[src/sv/sco_pkg.sv]
`default_nettype none
// ----------------------------------------------------------------------------
// sco_pkg
// Shared types and constants of the size and cost aware eviction unit.
// ----------------------------------------------------------------------------
package sco_pkg;

  localparam int ENTRIES            = 32;
  localparam int RANK_FRACTION_BITS = 8;

  localparam int IDX_W  = (ENTRIES > 1) ? $clog2(ENTRIES) : 1;
  localparam int CNT_W  = $clog2(ENTRIES + 2);
  localparam int DIV_W  = 64 + RANK_FRACTION_BITS;
  localparam int DIV_CW = $clog2(DIV_W + 1);
  localparam int CFG_AW = 3;

  localparam logic [1:0] RK_HIT    = 2'd0;
  localparam logic [1:0] RK_ADMIT  = 2'd1;
  localparam logic [1:0] RK_REJECT = 2'd2;
  localparam logic [1:0] RK_EVICT  = 2'd3;

  localparam logic [0:0] REG_CAPACITY = 1'd0;
  localparam logic [31:0] CAPACITY_RESET = 32'd1048576;

  typedef struct packed {
    logic [31:0] object_id;
    logic [31:0] object_size;
    logic [31:0] next_use;
    logic [31:0] access_cost;
  } in_item_t;

  typedef struct packed {
    logic [1:0]  result_kind;
    logic [31:0] result_id;
    logic [31:0] bytes_in_use;
    logic        last_result;
  } out_item_t;

  typedef struct packed {
    logic        valid;
    logic [31:0] id;
    logic [31:0] size;
    logic [63:0] rank;
    logic [31:0] stamp;
  } entry_t;

endpackage
`default_nettype wire

[src/sv/sco_div.sv]
`default_nettype none
// ----------------------------------------------------------------------------
// sco_div
// Rank unit: one multiply, then a restoring divide one quotient bit a cycle.
// ----------------------------------------------------------------------------
module sco_div
  import sco_pkg::*;
(
  input  wire logic        clk,
  input  wire logic        rst_n,
  input  wire logic        start,
  input  wire logic [31:0] size,
  input  wire logic [31:0] next_use,
  input  wire logic [31:0] cost,
  output logic             done,
  output logic [63:0]      rank
);

  typedef enum logic [1:0] {S_IDLE, S_MUL, S_RUN} state_t;

  state_t            state_r;
  logic [31:0]       a_r, b_r, cost_r;
  logic [DIV_W-1:0]  quo_r;
  logic [32:0]       rem_r;
  logic [DIV_CW-1:0] cnt_r;
  logic              done_r;
  logic [63:0]       rank_r;

  logic [32:0]      rem_sh;
  logic             ge;
  logic [32:0]      rem_nxt;
  logic [DIV_W-1:0] quo_nxt;
  logic [63:0]      prod;

  assign prod    = 64'(a_r) * 64'(b_r);
  assign rem_sh  = {rem_r[31:0], quo_r[DIV_W-1]};
  assign ge      = rem_sh >= {1'b0, cost_r};
  assign rem_nxt = ge ? rem_sh - {1'b0, cost_r} : rem_sh;
  assign quo_nxt = {quo_r[DIV_W-2:0], ge};

  always_ff @(posedge clk) begin
    if (!rst_n) begin
      state_r <= S_IDLE;
      done_r  <= 1'b0;
    end else begin
      done_r <= 1'b0;
      unique case (state_r)
        S_IDLE: begin
          if (start) begin
            a_r     <= size;
            b_r     <= next_use;
            cost_r  <= cost;
            state_r <= S_MUL;
          end
        end
        S_MUL: begin
          quo_r   <= DIV_W'(prod) << RANK_FRACTION_BITS;
          rem_r   <= '0;
          cnt_r   <= '0;
          state_r <= S_RUN;
        end
        S_RUN: begin
          quo_r <= quo_nxt;
          rem_r <= rem_nxt;
          cnt_r <= cnt_r + 1'b1;
          if (cnt_r == DIV_CW'(DIV_W - 1)) begin
            // A zero cost or a quotient beyond 64 bits saturates.
            if (cost_r == '0 || (quo_nxt >> 64) != '0) begin
              rank_r <= '1;
            end else begin
              rank_r <= quo_nxt[63:0];
            end
            done_r  <= 1'b1;
            state_r <= S_IDLE;
          end
        end
        default: state_r <= S_IDLE;
      endcase
    end
  end

  assign done = done_r;
  assign rank = rank_r;

endmodule
`default_nettype wire

[config.mk]
export PLATFORM = sky130hd
export DESIGN_NAME = sco_div
export DESIGN_NICKNAME = d
export VERILOG_FILES = /design/src/sv/sco_pkg.sv /design/src/sv/sco_div.sv
export SDC_FILE = /design/constraint.sdc
export NUM_CORES = 2
export LEC_CHECK = 0
export BUFFER_PORTS_ARGS = -buffer_cell sky130_fd_sc_hd__buf_4
export CORE_MARGIN = 2
export CORE_UTILIZATION = 27
export CTS_CLUSTER_DIAMETER = 150
export DETAILED_ROUTE_END_ITERATION = 8
export HOLD_SLACK_MARGIN = 0.15
export PLACE_DENSITY = 0.42
export REMOVE_ABC_BUFFERS = 1
export SYNTH_ARGS = -nofsm -noshare
export SYNTH_HDL_FRONTEND = slang
export SYNTH_SLANG_ARGS = --single-unit
[constraint.sdc]
create_clock -name clk -period 10.1 [get_ports clk]
set_input_delay 0.505 -clock clk [delete_from_list [all_inputs] [get_ports clk]]
set_output_delay 0.505 -clock clk [all_outputs]
set_load 0.1 [all_outputs]
==> reports/qor.csv <==
metric,value,unit
status,"complete, no violations",
grt_pass1_wl,218000,microns
ctsRootBufferMaster,clkbuf_16,
synth_compound_area_frac,0.0563,
die_area,171000,sq um
synth_top_family_by_area,adder cells,
drt_wl_total,141000,microns
viasPerCell,4.51,
worst_pin_slew,1.12,ns
drtAntennaViolNets,0,
slew_headroom,0.254,
synth-edff-count,271,
cts_inserted_buffers,36,
path_max_fanout,17,
drv_cap,0,
async_reset_ff_frac,0,
crit_type,reg -> reg,
period_share,0.861,
ys_seq_elements,274,
layout_min_cycle_time,8.70,ns
grt_pass1_vias,34600,
wl_met3,5740,microns
hold_violations,0,
clk_pin_slew,0.07,ns
die_w,413,microns
layout.nets,6016,
rsz0062_at_grt,false,
highest_layer,met5,
syn_to_final_growth,13.0,%
muxShareOfSynthArea,0.00349,
syn-cell-area,45200,sq um
grt_antenna_before_repair,8,
ios,164,
timing.setup.tns,0,ns
initial_utilization,0.271,
hold_depth,1,
rows,150,
core_area,167000,sq um
final-seq-area,8200,sq um
drt_iter0_drc,1663,
dr_wl_met2,66700,microns
finalSetupViolCount,0,
dp_hpwl,115000,microns
endpoint_kind,flop,
synth_fa_ha_area_frac,0.480,
globalplace.congestion,0.871,
nFillCells,17400,
io_buffers,163,
cts_num_sinks,274,
layout-drive-gt1-share,0.0900,
yosys_warnings,0,
post_cts_resized,0,
insertion_delay,0.60,ns
grt_overflow,0,
die_y,413,microns
synth_area_per_cell,9.89,sq um
cts_tree,yes,
ys_seq_area_frac,0.181,
synthDistinctLibCells,86,
drcViolationCount,0,
syn_inst,4575,
cp.required,10.44,ns
cts_max_path_buffers,3,
synthFlopType,edfxtp_1,
synthXorXnorAreaFrac,0.0149,
multiInputGateArea,32700,sq um
cp.arrival,9.04,ns
yosys.area_share.simple,0.168,
r2r_cells,25,
wire_per_inst,20.3,microns
grt_start_max_net_pins,58,
cts_max_level,2,
worstHoldPathType,in -> reg,
slew_viol_final,0,
startpoint_type,flop,
grtUsageTotal,0.169,
drt_first_pass_iters,5,
finalClockSkew,0.0510,ns
max_freq,0.115,GHz
wl_met1,66600,microns
vias,31300,
-- what timing repair did --
action	CTS	global route
endpoints found under the hold margin	91	0
setup buffers	0	0
hold buffers	91	0
-- routing by layer --
metal | up-vias | global-route usage
met5 | - | 0
met4 | 2 | 0.0236
met3 | 106 | 0.0199
met2 | 579 | 0.282
met1 | 16400 | 0.239
li1 | 14200 | -
-- sequential cells by signal (all words and copies together), names as in the netlist --
register / count
rank: 64
quo_r: 72
cost_r: 32
a_r: 32
rem_r: 32
cnt_r: 7
b_r: 32
state_r: 2
done: 1
-- final timing paths --
| kind | start | to | slack [ns] |
|---|---|---|---|
| worst max-delay path | a_r[11] | quo_r[71] | 1.40 |
| worst min-delay path | next_use[13] | b_r[13] | 0.19 |
| worst max register to register | a_r[11] | quo_r[71] | 1.40 |
| worst min register to register | state_r[0] | state_r[0] | 0.53 |
-- cells by family (layout without fill, tap and decap cells) --
logic type / after synthesis / after routing
and+or+nand+nor: 1477 / 1477
adders and majority gates: 1196 / 1196
buffers and inverters: 1143 / 1315
AOI/OAI and AO/OA: 393 / 393
DFF: 274 / 274
xor gates and xnor gates: 77 / 77
muxes: 15 / 15
other: 0 / 2
-- synth_stat cells (all sizes together) (4+ instances only) --
cell type / instances / area, sq um
fa: 897 / 18000
inv: 892 / 3350
and2: 609 / 3810
nand2: 562 / 2110
ha: 299 / 3740
edfxtp: 271 / 8140
clkbuf: 233 / 901
a21oi: 106 / 534
o21ai: 103 / 523
nor2: 91 / 344
a21o: 66 / 498
or2: 64 / 400
xnor2: 44 / 385
xor2: 33 / 289
nand3: 27 / 135
nand4: 26 / 163
nor3: 23 / 115
o21bai: 17 / 131
a211oi: 16 / 120
and3: 16 / 101
nor4: 16 / 100
a31oi: 15 / 100
buf: 15 / 92.6
nor2b: 14 / 87.6
o21a: 13 / 97.6
nand2b: 12 / 75.1
mux2i: 9 / 90.1
o31ai: 9 / 67.6
o211ai: 8 / 70.1
mux2: 6 / 67.6
a21boi: 4 / 30.0
nor3b: 4 / 35.0
or3: 4 / 25.0
-- critical path: stages (launching register included) --
cell	delay (ns)
edfxtp_1	1.01
buf_4	0.39
nand2_1	0.11
fa_1	0.57
inv_1	0.05
fa_1	0.47
fa_1	0.59
fa_1	0.44
fa_1	0.54
fa_1	0.44
fa_1	0.53
inv_1	0.06
fa_1	0.47
inv_1	0.05
ha_1	0.43
nand2_1	0.16
nor4_1	0.50
a211oi_1	0.15
a31oi_1	0.22
a211oi_1	0.07
buf_4	0.21
nor2_1	0.30
a211oi_1	0.21
a21oi_1	0.21
mux2i_1	0.20
nor2_1	0.06
-- placed cells by master (no fill, tap or decap), types with 23 or more instances in the layout --
cell             n
nand3_1         27
or2_2           64
ha_1           298
and2_1         606
a21o_1          64
xnor2_1         44
edfxtp_1       271
buf_4          266
o21ai_0         98
nand2_1        562
a21oi_1        105
dlygate4sd3_1   91
inv_1          891
xor2_1          33
clkbuf_16       36
nor2_1          89
nor3_1          23
nand4_1         26
fa_1           897
-- cell type report --
class,count,share of cell area
timing repair buffer,359,0.0578
inverter,892,0.0655
clock inverter,22,0.00443
multi-input combinational,3158,0.639
clock buffer,42,0.0185
tap,2204,0.0539
antenna,2,0.0000979
sequential,274,0.160
-- stage by stage --
stage	cells	setup WS, ns	instance area [sq um]	hold WS, ns	utilization
floorplan	4324	2.56	44200	0.465	-
finish	6953	1.40	51100	0.187	0.306
CTS	6950	1.23	51100	0.158	0.306
global placement	6795	1.25	49000	0.502	0.294
global route	6951	0.937	51100	0.150	0.306
detailed placement	6795	1.24	49000	0.519	0.294
Power is not shown: default switching activity piles up to over one toggle a cycle in this logic, so the estimate is an artifact.
